$ cat src/sv/acev_ram.sv
// Generic single-write, single-read RAM with registered read data.
`timescale 1ns / 1ps
`default_nettype none
module acev_ram #(
    parameter int WIDTH = 32,
    parameter int DEPTH = 16,
    parameter int AW    = (DEPTH > 1) ? $clog2(DEPTH) : 1
) (
    input  wire logic             clk,
    input  wire logic             we,
    input  wire logic [AW-1:0]    waddr,
    input  wire logic [WIDTH-1:0] wdata,
    input  wire logic             re,
    input  wire logic [AW-1:0]    raddr,
    output logic      [WIDTH-1:0] rdata
);

    logic [WIDTH-1:0] mem [DEPTH];

    always_ff @(posedge clk)
    begin
        if (we)
        begin
            mem[waddr] <= wdata;
        end
        if (re)
        begin
            rdata <= mem[raddr];
        end
    end

endmodule
`default_nettype wire

$ cat config.mk
export PLATFORM = sky130hd
export DESIGN_NAME = acev_ram
export DESIGN_NICKNAME = d
export VERILOG_FILES = /design/src/sv/acev_ram.sv
export SDC_FILE = /design/constraint.sdc
export NUM_CORES = 1
export LEC_CHECK = 0
export BUFFER_PORTS_ARGS = -buffer_cell sky130_fd_sc_hd__buf_2
export CAP_MARGIN = 20
export CORE_MARGIN = 5
export CORE_UTILIZATION = 65
export CTS_CLUSTER_SIZE = 20
export DETAILED_ROUTE_END_ITERATION = 8
export PLACE_DENSITY = 0.83
export SLEW_MARGIN = 20
export SYNTH_ARGS = -nofsm -noshare
export SYNTH_HDL_FRONTEND = slang
export SYNTH_SLANG_ARGS = --single-unit
$ cat constraint.sdc
create_clock -name clk -period 9.25 [get_ports clk]
set_clock_uncertainty 0.2 [all_clocks]
set_input_delay 2.775 -clock clk [delete_from_list [all_inputs] [get_ports clk]]
set_output_delay 2.775 -clock clk [all_outputs]
set_load 0.1 [all_outputs]
## Word level (Yosys, flattened, before mapping)

Memories as Yosys holds them, arrays and structs flattened. A register that Yosys moved wholly into a read port is not among the register bits.
Cells that the tools add are included.

| word-level totals | value |
|---|---|
| register bits after elaboration | 0 |
| latch bits | 0 |
| bits in writable memories | 512 |
| ROM bits | 0 |
| word-level logic and storage cells | 3 |
| memories | 1 |

| cells by class | value |
|---|---|
| $add $sub $neg | 0 |
| multiply operators | 0 |
| div/mod/pow operators | 0 |
| magnitude comparators | 0 |
| equal/unequal tests | 0 |
| shifts and indexed selects | 0 |
| multiplexer cells | 2 |
| bitwise operators | 0 |
| reductions and logical operators | 0 |

Memories:

| name | depth | bits a word | read ports | clocked after memory_dff | wr ports | RTL line | source |
|---|---|---|---|---|---|---|---|
| mem | 16 | 32 | 1 | 1 | 1 | 18 | `logic [WIDTH-1:0] mem [DEPTH];` |

Operators with widths:

| cell | number |
|---|---|
| $mux 1 | 2 |

## Logic depth before layout (Yosys ltp)

Gate-level depths: netlist of run 1.

| depth | value |
|---|---|
| depth in word-level cells | 2 |
| depth in mapped cells | 5 |
| gate-level depth less buffers | 3 |

## Least setup slack after synthesis of run 1

OpenSTA, ideal clock, no wires.

| path | value |
|---|---|
| path type | in2reg |
| start | input waddr[2] |
| end | memory mem[0][0], enable pin |
| setup time | 0.461 ns |
| arrival | 5.493 ns |
| data required time | 8.589 ns |
| path slack | 3.095 ns |
| stages | 2 |
| cells stage by stage | or3b_2 -> nor3_1 |

RTL lines:

| what | RTL line | source |
|---|---|---|
| start, declared | 11 | `input wire logic [AW-1:0] waddr,` |
| end, declared | 18 |  |

Straight into the memory's write port.

==> results of run 1 <==
[logic make-up (layout without fill, tap and decap cells)]
kind of cell | after synthesis | in the layout | share of synthesized area
DFF | 544 | 544 | 0.810
muxes | 128 | 128 | 0.143
AOI/OAI and AO/OA | 64 | 64 | 0.0238
and+or+nand+nor | 59 | 59 | 0.0125
buffers and inverters | 43 | 190 | 0.0110
other | 0 | 3 | 0
[cell usage after synthesis, types with 2 or more instances]
| cell | instances | area share |
|---|---|---|
| clkbuf_1 | 17 | 0.0032 |
| buf_4 | 11 | 0.0041 |
| nor2b_1 | 2 | 0.00062 |
| buf_1 | 9 | 0.0017 |
| edfxtp_1 | 544 | 0.81 |
| buf_6 | 2 | 0.0011 |
| nand2_1 | 33 | 0.0061 |
| a22oi_1 | 64 | 0.024 |
| nor2_1 | 13 | 0.0024 |
| buf_2 | 4 | 0.00099 |
| nor3_1 | 4 | 0.00099 |
| nand2b_1 | 2 | 0.00062 |
| mux4_2 | 128 | 0.14 |
| nand3b_1 | 2 | 0.00074 |
[critical path, cell delays in order]
cell	delay, ps
buf_4	780
buf_4	800
mux4_2	410
a22oi_1	280
nand2_1	100
[through the flow]
stage	instance area [um2]	util	hold WS (ps)	power [mW]	cells
3_5_place_dp	21100	0.691	533	3.17	1288
2_1_floorplan	20200	-	510	3.06	838
4_1_cts	22700	0.743	554	5.16	1379
6_report	22800	0.744	551	5.14	1384
5_1_grt	22800	0.744	572	5.29	1384
3_3_place_gp	21100	0.691	520	3.15	1288
[final timing paths]
kind / from / end / slack (ps) / cells past startpoint
setup / recovery: raddr[1] / rdata[28] / 4070 / 5
hold reg to reg: mem[12][8] / rdata[8] / 550 / 3
setup reg to reg: mem[0][12] / rdata[12] / 7520 / 3
hold / removal: mem[12][8] / rdata[8] / 550 / 3
[flip-flops by register name (all words and copies together) (netlist names)]
name / flops
mem: 512
rdata: 32
[power breakdown]
| part | internal (mW) | switching, mW | total (mW) | leakage (nW) |
|---|---|---|---|---|
| Combinational | 0.0953 | 0.230 | 0.325 | 1.57 |
| Clock | 1.14 | 0.879 | 2.02 | 0.784 |
| Sequential | 2.78 | 0.0197 | 2.80 | 4.94 |
| Total | 4.01 | 1.13 | 5.14 | 7.30 |
[layout make-up]
type | count | area (um2)
Timing Repair Buffer | 99 | 589
Clock buffer | 60 | 1330
Tap cell | 396 | 495
Clock inverter | 31 | 258
Sequential cell | 544 | 16300
Antenna cell | 3 | 7.51
Multi-Input combinational cell | 251 | 3750
Fill cell | 1583 | 7820
[cells in the final DEF (no fill, tap or decap)]
cell and instances:
mux4_2 128, buf_4 25, edfxtp_1 544, nand3_1 1
nand3b_1 2, bufinv_16 4, nor2_4 13, diode_2 3
clkbuf_16 52, or3b_2 1, nor3_2 4, clkinv_2 12
and2_2 1, inv_6 1, clkinv_1 12, nand2b_1 2
a22oi_1 64, clkinv_8 1, nor2b_4 2, clkinvlp_4 1
clkbuf_8 1, clkbuf_1 8, buf_16 1, buf_2 72
nand2_1 33
[metal layers]
metal,global-route usage,vias up
met1,0.380,4978
met2,0.466,701
met3,0.0620,113
li1,-,3826
met5,0,-
met4,0.0947,8
==> results by group, run 1 <==
Synth
  • Sequential-to-total area share from yosys stat: 0.810
  • Synthesized area: 20200 um2
  • Yosys cell types: 17
  • Syn nets: 881
  • Synth Warn #: 0
  • EDFF count, synth: 544
  • Post-synth top flop: edfxtp_1
  • Async SR Flop Fraction: 0
  • Avg Synthesized Cell Area: 24.1 um2
  • Post-Syn Instances: 838
  • Flops & latches, synth: 544

CTS
  • Clk_lat worst skew: 570 ps
  • Clk slew on worst S/H paths: 60 ps
  • CTS max path bufs: 3
  • Post-CTS resize count: 0
  • CTS tree: done
  • CTS Buf Count: 51
  • CTS H-tree lvls: 2
  • Hold-fix buffers, CTS: 0
  • # clock sinks: 544
  • CTS root buffer: clkbuf_16
  • Post-CTS setup buffers: 0

Run
  • Max Cap Violations: 0

GRT
  • First-pass GRT wire length: 68.4 mm
  • Largest net degree at the start of global routing: 72
  • GRT overflow: 0
  • Total track usage: 0.280
  • Vias in the first global route: 10200
  • Antenna violations before repair: 7

Floorplanning
  • Die height: 186 um
  • Ports: 75
  • Full die area: 34700 um2
  • Core area: 30600 um2
  • Starting Density: 0.660
  • Row Count: 64
  • Die Wd: 186 um

Run status
  • Outcome: complete, no violations

Drt
  • Drt pass-1 iters: 5
  • Met1 Wirelength: 16.6 mm
  • Met2 wire length: 24.1 mm
  • DR DRC count: 0
  • Drt wl/cell: 33.8 um
  • Final Routed Wirelength: 46.7 mm
  • Starting DRC count in detailed routing: 1261
  • Via count: 9626
  • Post-DRT Antenna Nets: 0
  • Met3 routed wirelength: 4.68 mm
  • Uppermost layer routed: met5
  • Drt via density: 6.96

STA
  • Count of final setup violators: 0
  • Worst setup margin: 4070 ps
  • Setup total negative slack: 0 ps
  • RSZ-0062 raised after global routing: false
  • Tcrit/Tclk final: 0.560
  • Fmax: 193 MHz
  • Final Hold Fails: 0
  • Slew @ Worst Pin: 1100 ps
  • Final Max Tran Viols: 0
  • Min cycle time layout: 5180 ps
  • Slew HR: 0.264

Setup path
  • Kind of critical path: input pin to register
  • Maximum fanout along the worst path: 71
  • Critical Path AT: 5280 ps
  • Critical Path Start Type: input pin
  • Worst EP required: 9350 ps
  • Setup crit end kind: register

Power
  • Max VDD drop: 0.139 mV
  • P per Cell Area: 226 nW/um2
  • Cell leakage power: 7.30 nW

Place
  • RD Place Congestion: 0.731
  • Placement Setup Slack: 3570 ps
  • IO buf count: 74
  • Hpwl dp: 22.2 mm

Cells and area
  • Nets: 990
  • Synthesis-to-finish area growth: 12.9%
  • Layout cells sized above 1: 0.324

Worst hold path
  • Hold Crit Class: register to register
(Power assumes the default switching activity.)
==> run 2: changes to the inputs <==
--- a/config.mk
+++ b/config.mk
@@ -5,13 +5,14 @@
 export SDC_FILE = /design/constraint.sdc
 export NUM_CORES = 1
 export LEC_CHECK = 0
+export ABC_AREA = 1
 export BUFFER_PORTS_ARGS = -buffer_cell sky130_fd_sc_hd__buf_2
 export CAP_MARGIN = 20
 export CORE_MARGIN = 5
-export CORE_UTILIZATION = 65
+export CORE_UTILIZATION = 56
 export CTS_CLUSTER_SIZE = 20
 export DETAILED_ROUTE_END_ITERATION = 8
-export PLACE_DENSITY = 0.83
+export PLACE_DENSITY = 0.76
 export SLEW_MARGIN = 20
 export SYNTH_ARGS = -nofsm -noshare
 export SYNTH_HDL_FRONTEND = slang
==> constraint.sdc (replaced) <==
create_clock -name clk -period 4.25 [get_ports clk]
set_clock_uncertainty 0.2 [all_clocks]
set_input_delay 1.275 -clock clk [delete_from_list [all_inputs] [get_ports clk]]
set_output_delay 1.275 -clock clk [all_outputs]
set_load 0.1 [all_outputs]
==> results by group, run 2 <==
Run status
  • Outcome: complete, no violations

Place
  • Placed Area: 24000 um2
  • RD Place Congestion: 0.795
  • Placed cell count: 2659
  • IO buf count: 74
  • Hpwl dp: 28.0 mm
  • Placement Setup Slack: 997 ps

Floorplanning
  • Full die area: 45300 um2
  • Row Count: 74
  • Starting Density: 0.566
  • Core area: 40700 um2
  • Die height: 213 um
  • Die Wd: 213 um
  • Ports: 75

Synth
  • Post-synth top area cell: edfxtp_1
  • Async SR Flop Fraction: 0
  • Yosys cell types: 14
  • Syn nets: 2163
  • Flops & latches, synth: 544
  • Yosys top cell area share: 0.709
  • Synth top cells by count: 677 x nand2_1, 544 x edfxtp_1, 388 x inv_1
  • Top post-synthesis cells by area: edfxtp_1 71%, nand2_1 11%, nand3_1 8.4%, inv_1 6.3%, buf_6 1.4%
  • Avg Synthesized Cell Area: 10.9 um2
  • Synthesized area: 23100 um2
  • Post-Syn Instances: 2120
  • Sequential-to-total area share from yosys stat: 0.709
  • Most frequent cell after synthesis: nand2_1
  • Synth Warn #: 0
  • EDFF count, synth: 544
  • Post-synth top flop: edfxtp_1

Drt
  • Starting DRC count in detailed routing: 1605
  • Drt pass-1 iters: 5
  • Final Routed Wirelength: 52.9 mm
  • Via count: 15000
  • Drt via density: 5.47
  • DR DRC count: 0
  • Post-DRT Antenna Nets: 0
  • Drt wl/cell: 19.2 um

STA
  • Fmax: 344 MHz
  • Count of final setup violators: 0
  • Worst setup margin: 1340 ps
  • Slew @ Worst Pin: 725 ps
  • Setup total negative slack: 0 ps
  • Tcrit/Tclk final: 0.684
  • Final Hold Fails: 0
  • Final Max Tran Viols: 0
  • Min cycle time layout: 2910 ps
  • Slew HR: 0.517
  • Hold slack: 533 ps
  • RSZ-0062 raised after global routing: false

Cells and area
  • Largest regs: mem: 512 flops, rdata: 32 flops
  • Synthesis-to-finish area growth: 10.8%
  • Ant diodes: 0
  • Max reg flops: 512
  • Storage cell area: 16300 um2
  • Nets: 2224
  • Multi-input logic area: 4670 um2
  • Non-Filler Instances: 2749
  • Commonest cells after routing, fill and taps aside: 677 x nand2_1, 544 x edfxtp_1, 387 x inv_1
  • Post-route cell area: 25500 um2
  • Fill cell total of the finished layout: 3057
  • Most common cell after layout, fill and taps aside: nand2_1
  • Layout cells sized above 1: 0.0884
  • Top reg by flops: mem

GRT
  • Largest net degree at the start of global routing: 129
  • Vias in the first global route: 14700
  • Total track usage: 0.235
  • GRT overflow: 0
  • First-pass GRT wire length: 82.4 mm
  • Antenna violations before repair: 0

CTS
  • Post-CTS resize count: 0
  • CTS max path bufs: 3
  • CTS tree: done
  • CTS H-tree lvls: 2
  • CTS Buf Count: 52
  • Clk slew on worst S/H paths: 60 ps
  • Hold-fix buffers, CTS: 0
  • CTS root buffer: clkbuf_16
  • Clk_lat worst skew: 570 ps
  • # clock sinks: 544
  • Post-CTS setup buffers: 0

Setup path
  • Critical Path AT: 1430 ps
  • Maximum fanout along the worst path: 1
  • RR Startpoint: mem[3][17]
  • Reg2reg setup slack: 2890 ps
  • End point of the critical path: rdata[9]
  • Crit. Startpoint: rdata[9]
  • CP Buf/Inv Count: 1
  • Worst R2R Path Depth: 6
  • Critical path depth: 1
  • Worst EP required: 2770 ps
  • Kind of critical path: register to primary output
  • Worst path max stage delay: 460 ps
  • RR Endpoint: rdata[17]
  • Setup crit end kind: primary output
  • Slowest CP cell: buf_2
  • Critical Path Start Type: register
  • Critical Path, Cell by Cell: buf_2
  • CP top delay family: buffers and inverters

Run
  • Max Cap Violations: 0

Power
  • Cell leakage power: 10.8 nW
  • Max VDD drop: 0.273 mV
  • P per Cell Area: 443 nW/um2

Worst hold path
  • HP Start: mem[2][29]
  • Hold Crit Class: register to register
## run 2: cell type report
| cell class | count | share of cell area |
|---|---|---|
| clock buffer | 65 | 0.0537 |
| inverter | 390 | 0.0577 |
| sequential | 544 | 0.640 |
| tap | 532 | 0.0261 |
| timing repair buffer | 112 | 0.0319 |
| clock inverter | 25 | 0.00818 |
| multi-input combinational | 1081 | 0.183 |
## run 2: report_power, final
group,switching (mW),total (mW),internal [mW]
clock network,1.86,4.37,2.50
logic,0.667,0.857,0.190
registers,0.0362,6.08,6.04
total,2.57,11.3,8.74
## run 2: how the worst min path moves through the flow
stage          slack (ps)  cells past startpoint   endpoint
2_1_floorplan         480                      6   rdata[0]
3_3_place_gp          510                      6  rdata[28]
3_5_place_dp          520                      6  rdata[22]
4_1_cts               540                      6  rdata[28]
5_1_grt               580                      6   rdata[3]
6_report              530                      6  rdata[29]
## run 2: cells by family after synthesis
| family | after synthesis | synth area share |
|---|---|---|
| flip-flops | 544 | 0.709 |
| AND/OR/NAND/NOR | 1081 | 0.197 |
| buffers and inverters | 495 | 0.0941 |
## run 2: per-stage QoR
stage           util  power (mW)
5_1_grt        0.627        11.7
2_1_floorplan      -        6.78
6_report       0.627        11.3
4_1_cts        0.627        11.4
3_5_place_dp   0.588        7.04
3_3_place_gp   0.588        7.02
## run 2: metal layers
metal	wire length [um]	GRT usage	share of wire	vias to the layer above
met1	21200	0.329	0.40	7192
met5	0	0	0	-
met2	25100	0.382	0.47	743
met4	1660	0.0775	0.031	0
li1	-	-	-	6984
met3	4880	0.0416	0.092	128
